--- config.mk ---
export PLATFORM = sky130hd
export DESIGN_NAME = double_ended_queue_unit
export DESIGN_NICKNAME = d
export VERILOG_FILES = /design/src/deq_pkg.sv /design/src/deq_ctrl.sv /design/src/deq_dpath.sv /design/src/double_ended_queue_unit.sv
export SDC_FILE = /design/constraint.sdc
export NUM_CORES = 1
export LEC_CHECK = 0
export BUFFER_PORTS_ARGS = -buffer_cell sky130_fd_sc_hd__buf_2
export CORE_ASPECT_RATIO = 1.4
export CORE_UTILIZATION = 35
export CTS_BUF_LIST = sky130_fd_sc_hd__clkbuf_8
export CTS_CLUSTER_DIAMETER = 60
export DETAILED_ROUTE_END_ITERATION = 6
export HOLD_SLACK_MARGIN = 0.12
export SLEW_MARGIN = 20
export SYNTH_ARGS = -nofsm -noshare
export SYNTH_HDL_FRONTEND = slang
export SYNTH_SLANG_ARGS = --single-unit
export TNS_END_PERCENT = 10
--- constraint.sdc ---
create_clock -name i_clk -period 6.1 [get_ports i_clk]
set_input_delay 0.305 -clock i_clk [delete_from_list [all_inputs] [get_ports i_clk]]
set_output_delay 0.305 -clock i_clk [all_outputs]
set_load 0.02 [all_outputs]
--- src/deq_pkg.sv ---
// Shared types and constants of the double-ended queue unit.
package deq_pkg;

    localparam int DEPTH_DEF       = 16;
    localparam int VALUE_WIDTH_DEF = 32;
    localparam int WORD_W          = 32;
    localparam int ENTRY_COUNT_W   = 5;

    typedef enum logic [1:0] {
        MODE_PUSH_FRONT,
        MODE_PUSH_BACK,
        MODE_POP_FRONT,
        MODE_POP_BACK
    } t_mode;

    typedef enum logic [1:0] {
        ST_DONE,
        ST_POP_EMPTY,
        ST_PUSH_FULL
    } t_status;

    typedef enum logic {
        S_IDLE,
        S_HOLD
    } t_state;

    // Command from controller to datapath.
    typedef struct packed {
        logic    exec;
        logic    write;
        logic    read;
        t_mode   mode;
        t_status status;
    } t_deq_cmd;

    // Status from datapath to controller.
    typedef struct packed {
        logic full;
        logic empty;
    } t_deq_sts;

endpackage

--- src/deq_ctrl.sv ---
// Controller of the double-ended queue: handshakes and operation decode.
module deq_ctrl
    import deq_pkg::*;
(
    input  logic     i_clk,
    input  logic     i_rst_n,
    input  logic     i_in_valid,
    input  t_mode    i_mode,
    input  logic     i_out_stall,
    input  t_deq_sts i_sts,
    output logic     o_in_stall,
    output logic     o_out_valid,
    output t_deq_cmd o_cmd
);

    t_state r_state;
    t_state n_state;
    logic   accept;
    logic   is_push;

    always_ff @(posedge i_clk) begin
        if (!i_rst_n) begin
            r_state <= S_IDLE;
        end else begin
            r_state <= n_state;
        end
    end

    always_comb begin
        // A new item may enter when no result is held or the held one leaves now.
        o_in_stall  = (r_state == S_HOLD) && i_out_stall;
        o_out_valid = (r_state == S_HOLD);
        accept      = i_in_valid && !o_in_stall;
        is_push     = (i_mode == MODE_PUSH_FRONT) || (i_mode == MODE_PUSH_BACK);

        o_cmd.exec   = accept;
        o_cmd.mode   = i_mode;
        o_cmd.write  = accept && is_push && !i_sts.full;
        o_cmd.read   = accept && !is_push && !i_sts.empty;
        o_cmd.status = ST_DONE;
        if (is_push && i_sts.full) begin
            o_cmd.status = ST_PUSH_FULL;
        end else if (!is_push && i_sts.empty) begin
            o_cmd.status = ST_POP_EMPTY;
        end

        n_state = r_state;
        unique case (r_state)
            S_IDLE: begin
                if (accept) begin
                    n_state = S_HOLD;
                end
            end
            S_HOLD: begin
                if (accept) begin
                    n_state = S_HOLD;
                end else if (!i_out_stall) begin
                    n_state = S_IDLE;
                end
            end
            default: n_state = S_IDLE;
        endcase
    end

endmodule

--- src/deq_dpath.sv ---
// Datapath of the double-ended queue: ring store, indices and result registers.
module deq_dpath
    import deq_pkg::*;
#(
    parameter int DEPTH       = DEPTH_DEF,
    parameter int VALUE_WIDTH = VALUE_WIDTH_DEF
) (
    input  logic                            i_clk,
    input  logic                            i_rst_n,
    input  t_deq_cmd                        i_cmd,
    input  logic signed [WORD_W-1:0]        i_push_value,
    output t_deq_sts                        o_sts,
    output logic signed [WORD_W-1:0]        o_pop_value,
    output logic        [1:0]               o_status,
    output logic        [ENTRY_COUNT_W-1:0] o_entry_count,
    output logic                            o_is_empty
);

    localparam int IDX_W = $clog2(DEPTH);
    localparam int CNT_W = $clog2(DEPTH + 1);
    localparam int SUM_W = CNT_W + 1;

    logic [VALUE_WIDTH-1:0] mem [DEPTH];
    logic [VALUE_WIDTH-1:0] r_rd_data;

    logic [IDX_W-1:0] r_front;
    logic [IDX_W-1:0] n_front;
    logic [CNT_W-1:0] r_count;
    logic [CNT_W-1:0] n_count;

    logic [IDX_W-1:0] front_dec;
    logic [IDX_W-1:0] front_inc;
    logic [CNT_W-1:0] tail_off;
    logic [SUM_W-1:0] tail_sum;
    logic [IDX_W-1:0] tail_slot;
    logic [IDX_W-1:0] addr;

    t_status          r_res_status;
    logic [CNT_W-1:0] r_res_count;
    logic             r_res_pop;

    always_comb begin
        o_sts.full  = (r_count == CNT_W'(DEPTH));
        o_sts.empty = (r_count == '0);

        front_dec = (r_front == '0) ? IDX_W'(DEPTH - 1) : r_front - 1'b1;
        front_inc = (r_front == IDX_W'(DEPTH - 1)) ? '0 : r_front + 1'b1;

        // Back slot for a push, last held slot for a pop; the sum stays below 2*DEPTH but for a pop on an empty queue.
        tail_off  = (i_cmd.mode == MODE_POP_BACK) ? r_count - 1'b1 : r_count;
        tail_sum  = SUM_W'(r_front) + SUM_W'(tail_off);
        tail_slot = (tail_sum >= SUM_W'(DEPTH)) ? IDX_W'(tail_sum - SUM_W'(DEPTH))
                                                : IDX_W'(tail_sum);

        n_front = r_front;
        n_count = r_count;
        addr    = tail_slot;
        case (i_cmd.mode)
            MODE_PUSH_FRONT: begin
                addr = front_dec;
                if (i_cmd.write) begin
                    n_front = front_dec;
                    n_count = r_count + 1'b1;
                end
            end
            MODE_PUSH_BACK: begin
                if (i_cmd.write) begin
                    n_count = r_count + 1'b1;
                end
            end
            MODE_POP_FRONT: begin
                addr = r_front;
                if (i_cmd.read) begin
                    n_front = front_inc;
                    n_count = r_count - 1'b1;
                end
            end
            MODE_POP_BACK: begin
                if (i_cmd.read) begin
                    n_count = r_count - 1'b1;
                end
            end
            default: addr = tail_slot;
        endcase
    end

    always_ff @(posedge i_clk) begin
        if (i_cmd.write) begin
            mem[addr] <= VALUE_WIDTH'($unsigned(i_push_value));
        end
        if (i_cmd.read) begin
            r_rd_data <= mem[addr];
        end
    end

    always_ff @(posedge i_clk) begin
        if (!i_rst_n) begin
            r_front <= '0;
            r_count <= '0;
        end else begin
            r_front <= n_front;
            r_count <= n_count;
        end
    end

    always_ff @(posedge i_clk) begin
        if (i_cmd.exec) begin
            r_res_status <= i_cmd.status;
            r_res_count  <= n_count;
            r_res_pop    <= i_cmd.read;
        end
    end

    assign o_pop_value   = r_res_pop ? WORD_W'(r_rd_data) : '0;
    assign o_status      = r_res_status;
    assign o_entry_count = ENTRY_COUNT_W'(r_res_count);
    assign o_is_empty    = (r_res_count == '0);

    a_count_bound: assert property (@(posedge i_clk) disable iff (!i_rst_n)
        r_count <= CNT_W'(DEPTH))
        else $error("entry count exceeds depth");

    a_refused_holds: assert property (@(posedge i_clk) disable iff (!i_rst_n)
        i_cmd.exec && (i_cmd.status != ST_DONE) |=> $stable(r_count) && $stable(r_front))
        else $error("refused operation changed queue state");

    a_push_grows: assert property (@(posedge i_clk) disable iff (!i_rst_n)
        i_cmd.write |=> r_count == $past(r_count) + 1'b1)
        else $error("push did not add one entry");

    a_one_access: assert property (@(posedge i_clk) disable iff (!i_rst_n)
        !(i_cmd.write && i_cmd.read))
        else $error("store written and read by one item");

endmodule

--- src/double_ended_queue_unit.sv ---
// Top level of the double-ended queue unit: controller and datapath joined.
//
//  Channel | Direction | Handshake                  | Payload
//  --------+-----------+----------------------------+--------------------------------------
//  in      | into unit | i_in_valid / o_in_stall    | i_mode, i_push_value
//  out     | from unit | o_out_valid / i_out_stall  | o_pop_value, o_status,
//          |           |                            | o_entry_count, o_is_empty
//
// Each item yields exactly one result, in the cycle after it is accepted; the pop
// data comes from the registered read port of the ring store.
// One item per cycle is sustained while results are taken: a new item enters in
// the cycle in which the held result leaves.
// While a held result is stalled, the input is stalled too.
// Reset is synchronous and active low; it empties the queue at once by clearing
// the front index and the entry count. The store itself is not cleared.
module double_ended_queue_unit
    import deq_pkg::*;
#(
    parameter int DEPTH       = DEPTH_DEF,
    parameter int VALUE_WIDTH = VALUE_WIDTH_DEF
) (
    input  logic                            i_clk,
    input  logic                            i_rst_n,
    input  logic                            i_in_valid,
    output logic                            o_in_stall,
    input  logic        [1:0]               i_mode,
    input  logic signed [WORD_W-1:0]        i_push_value,
    output logic                            o_out_valid,
    input  logic                            i_out_stall,
    output logic signed [WORD_W-1:0]        o_pop_value,
    output logic        [1:0]               o_status,
    output logic        [ENTRY_COUNT_W-1:0] o_entry_count,
    output logic                            o_is_empty
);

    t_deq_cmd cmd;
    t_deq_sts sts;

    // The controller decodes the operation against the full and empty flags.
    deq_ctrl u_ctrl (
        .i_clk       (i_clk),
        .i_rst_n     (i_rst_n),
        .i_in_valid  (i_in_valid),
        .i_mode      (t_mode'(i_mode)),
        .i_out_stall (i_out_stall),
        .i_sts       (sts),
        .o_in_stall  (o_in_stall),
        .o_out_valid (o_out_valid),
        .o_cmd       (cmd)
    );

    // The datapath holds the ring, moves the indices and registers the result.
    deq_dpath #(
        .DEPTH       (DEPTH),
        .VALUE_WIDTH (VALUE_WIDTH)
    ) u_dpath (
        .i_clk         (i_clk),
        .i_rst_n       (i_rst_n),
        .i_cmd         (cmd),
        .i_push_value  (i_push_value),
        .o_sts         (sts),
        .o_pop_value   (o_pop_value),
        .o_status      (o_status),
        .o_entry_count (o_entry_count),
        .o_is_empty    (o_is_empty)
    );

endmodule
==> reports/summary.md <==
The worst setup path is launched from a register. Counting flops and latches in the post-synthesis netlist gives 562. Cell internal power was estimated by the tool at 6.661 mW.

The slew at the pin closest to its max-slew limit is 1.097 ns, and the maximum number of pins on one net before global-route repair is 159. The accumulated negative setup slack is 0 ns, and the number of enable flip-flop cells after synthesis is 552. The worst hold path belongs to the class in -> reg. The worst setup path is of the reg -> reg kind. Global routing used 15.72% of the available tracks across all layers. At the end of routability-driven placement, the weighted congestion stood at 0.7659.

Number of search-and-repair iterations in the first detailed-routing pass: 7. For the worst-skew pair, the clock arrives at the later sink with an insertion delay of 0.66 ns. The dominant register cell in the synthesized netlist is sky130_fd_sc_hd__edfxtp_1. For the worst relative slew slack, the log shows 26.44%. The tools report the number of resized instances in the post-cts repair step as 0. After layout, the worst setup slack is 1.759 ns. Die outline area: 67370 µm².

The kind of cell with the highest combined delay along the critical path is buffers and inverters. The filler cells instantiated in the layout total 5927. The total setup violations reported at the end of the flow is 0.

The final route contains 12220 vias. Sequential power share: 48.9%. After detailed routing, the number of remaining DRC violations is 12. Remaining antenna violation count after routing: 0. The number of sinks handled by clock tree synthesis was 562; the vertical die dimension was 306.7 µm. After synthesis the cells add up to 23210 µm². The run gives 78370 µm as the global-route wire length before repair. The tools report the initial antenna violation count as 4.

Setup slack on the worst reg-to-reg path comes out at 1.76 ns. Total power consumption of the routed design: 9.032 mW. The number of max-slew violations in the final report is 0. The logs give 31190 µm for the half-perimeter wire length after detailed placement and 34.5% for the proportion of power drawn by the clock network. Across the whole layout, storage elements account for 16780 µm². The maximum net fanout on the critical path works out to 83. The net count of the finished layout is 1608.

From left edge to right edge, the die measures 219.7 µm. The placeable core area is 65550 µm², and the number of port buffers is 79. The run gives 0 as the setup fix buffers added after clock tree synthesis.

The clock input transition at the sequential cells of the worst setup and hold paths works out to 0.06 ns. The final worst-path cycle share is 71.16%. For this block, the initial DRC count from the detailed router was 628.

Max-cap violations in this run came to 0. The worst setup path is captured at a register. The maximum resistive drop on vdd came out at 0.1510 mV. After detailed routing, the average wire length per cell comes to 21.11 µm. Most common cell after layout, fill and taps aside: sky130_fd_sc_hd__edfxtp_1. The number of buffers added by the clock tree synthesis step came out at 86. The overflow left after global routing is 0. For this design, the CTS-stage hold fixing added 36 buffers.

Master cell of the clock root buffer: sky130_fd_sc_hd__clkbuf_8. Peak clock frequency supported by timing: 230.4 MHz. The power density normalized to cell area was 336.4 nW/µm². The worst setup skew after layout was 0.03261 ns.

TritonCTS built the clock tree. Summed over all nets, the switching power comes to 2.371 mW. STA puts the critical path data arrival time at 4.76 ns. At the end of the flow the core is filled with cells to 40.96%. In the final layout, the multi-input gates occupy 6148 µm².

The final reports fail on DRC. The largest stage delay on the critical path is 0.54 ns. The tools report the final hold violation count as 0. The flow ran to the end, but the final reports show violations. In the layout the commonest cells are sky130_fd_sc_hd__edfxtp_1 (552), sky130_fd_sc_hd__mux2i_1 (419), sky130_fd_sc_hd__nand2_1 (138).

The worst slack after detailed placement is 1.652 ns. The routed wire length was 52310 µm; the buffers plus inverters on the worst setup path was 4. Averaged over all synthesized cells, the footprint is 16.66 µm². The leakage power figure is 9.507 nW. The area added between synthesis and finish works out to 15.66%. The via count of the first global-routing pass is 12910. Walking the worst path, the cells encountered are inv_1 -> ha_1 -> o21ai_0 -> inv_1 -> fa_1 -> nand2b_1 -> o31ai_4 -> buf_12 -> buf_16 -> mux2i_1 -> mux2i_1 -> mux2i_1 -> a211oi_1.

The fraction of layout instances using a drive strength above 1 is 16.01%. STA puts the critical path data required time at 6.52 ns. The register area share after synthesis is 72.27%, and the fraction of registers with async set/reset is 0%. The Yosys step of the flow raised 0 warnings. The number of rows created at floorplan was 111. Setup repair after global routing left no endpoint under its margin. The cell with the biggest individual delay on the critical path was sky130_fd_sc_hd__buf_12. The tools report the distinct cell type count of the synthesized netlist as 47. Synthesis produced a netlist whose cell count is 1393. The final critical delay including setup and external delays was 4.341 ns.

Final hold analysis gives a worst-case slack of 0.4190 ns. Combinational logic burns 16.6% of the power. The effective utilization at floorplan is 35.41%. The run gives 80 as the number of I/O pins.

The fraction of power spent switching nets works out to 26.25%. The post-synthesis net count is 1439, and the depth of the CTS H-tree is 3. The maximum root-to-sink buffer count was 3. The most used cell along the critical path is sky130_fd_sc_hd__mux2i_1. In the routed layout, each cell is associated on average with a via count of 4.931.
-- stage by stage --
| step | std cells | area, µm² |
|---|---|---|
| finish | 2478 | 26850 |
| global route | 2478 | 26850 |
| CTS | 2476 | 26820 |
| detailed placement | 2284 | 24740 |
| global placement | 2284 | 24740 |
| floorplan | 1393 | 23210 |
-- logic make-up after synthesis --
logic type                 share of synthesized area, %
buffers and inverters                             1.779
DFF                                               72.27
adders and majority gates                        0.4635
muxes                                             18.07
AOI/OAI and AO/OA                                 2.145
xor gates and xnor gates                         0.4366
and+or+nand+nor                                   4.835
-- sequential cells by signal (all words and copies together), names as in the netlist --
name                   cells
u_dpath.o_entry_count      5
u_dpath.r_count            5
u_dpath.mem              512
u_dpath.r_rd_data         32
u_dpath.r_front            4
u_dpath.r_res_pop          1
u_ctrl.o_out_valid         1
u_dpath.o_status           2
-- cell usage after synthesis, types with 2 or more instances --
library cell,number,area share [%]
sky130_fd_sc_hd__buf_4,5,0.16
sky130_fd_sc_hd__and2_1,40,1.1
sky130_fd_sc_hd__ha_1,7,0.38
sky130_fd_sc_hd__or3b_2,2,0.075
sky130_fd_sc_hd__dfxtp_1,10,0.86
sky130_fd_sc_hd__edfxtp_1,552,71
sky130_fd_sc_hd__nor2_1,7,0.11
sky130_fd_sc_hd__inv_1,9,0.15
sky130_fd_sc_hd__o221ai_1,3,0.11
sky130_fd_sc_hd__buf_6,3,0.15
sky130_fd_sc_hd__nand3_1,7,0.15
sky130_fd_sc_hd__xnor2_1,9,0.34
sky130_fd_sc_hd__nor2b_1,9,0.24
sky130_fd_sc_hd__and3_1,2,0.054
sky130_fd_sc_hd__nand2_1,139,2.2
sky130_fd_sc_hd__mux2i_1,419,18
sky130_fd_sc_hd__a21oi_1,9,0.19
sky130_fd_sc_hd__buf_2,39,0.84
sky130_fd_sc_hd__a21o_1,2,0.065
sky130_fd_sc_hd__buf_1,3,0.049
sky130_fd_sc_hd__a211oi_1,33,1.1
sky130_fd_sc_hd__nand2b_1,4,0.11
sky130_fd_sc_hd__clkbuf_1,27,0.44
sky130_fd_sc_hd__o21ai_1,3,0.065
sky130_fd_sc_hd__o31ai_1,2,0.065
sky130_fd_sc_hd__nor3_1,22,0.47
sky130_fd_sc_hd__o21ai_0,5,0.11
sky130_fd_sc_hd__o211a_1,2,0.086
-- tightest hold or removal path: stages --
cell	delay (ns)
sky130_fd_sc_hd__buf_2	0.30
sky130_fd_sc_hd__nor2_1	0.20
sky130_fd_sc_hd__nand2_1	0.08
sky130_fd_sc_hd__o211a_1	0.14
-- power by group through the flow --
stage	combinational, mW	clock [mW]	sequential, mW
2_1_floorplan	1.08	0	4.49
3_3_place_gp	1.48	0	4.50
3_5_place_dp	1.51	0	4.50
4_1_cts	1.53	3.21	4.42
5_1_grt	1.62	3.36	4.42
6_report	1.50	3.11	4.42
-- layer usage --
layer / share of wire, % / vias up / track usage [%]
met5: 0.052 / - / 0
met4: 2.2 / 4 / 5.774
met3: 4.8 / 78 / 3.056
met2: 52 / 270 / 27.69
met1: 41 / 6188 / 18.88
li1: - / 5680 / -
-- final timing paths --
path / startpoint / endpoint / depth (start not counted)
setup / recovery: u_dpath.r_count[1] / u_dpath.r_rd_data[22] / 13
hold / removal: i_mode[0] / u_dpath.r_front[0] / 4
setup reg to reg: u_dpath.r_count[1] / u_dpath.r_rd_data[22] / 13
hold reg to reg: u_dpath.r_front[3] / u_dpath.r_front[3] / 2
-- layout make-up --
class                           count  area share [%]
Antenna cell                        1        0.009321
Clock buffer                       88           4.511
Clock inverter                     68           1.883
Inverter                            9          0.1258
Multi-Input combinational cell    745           22.90
Sequential cell                   562           62.49
Tap cell                          847           3.947
Timing Repair Buffer              158           4.138
Power figures use the tool's default switching activity.
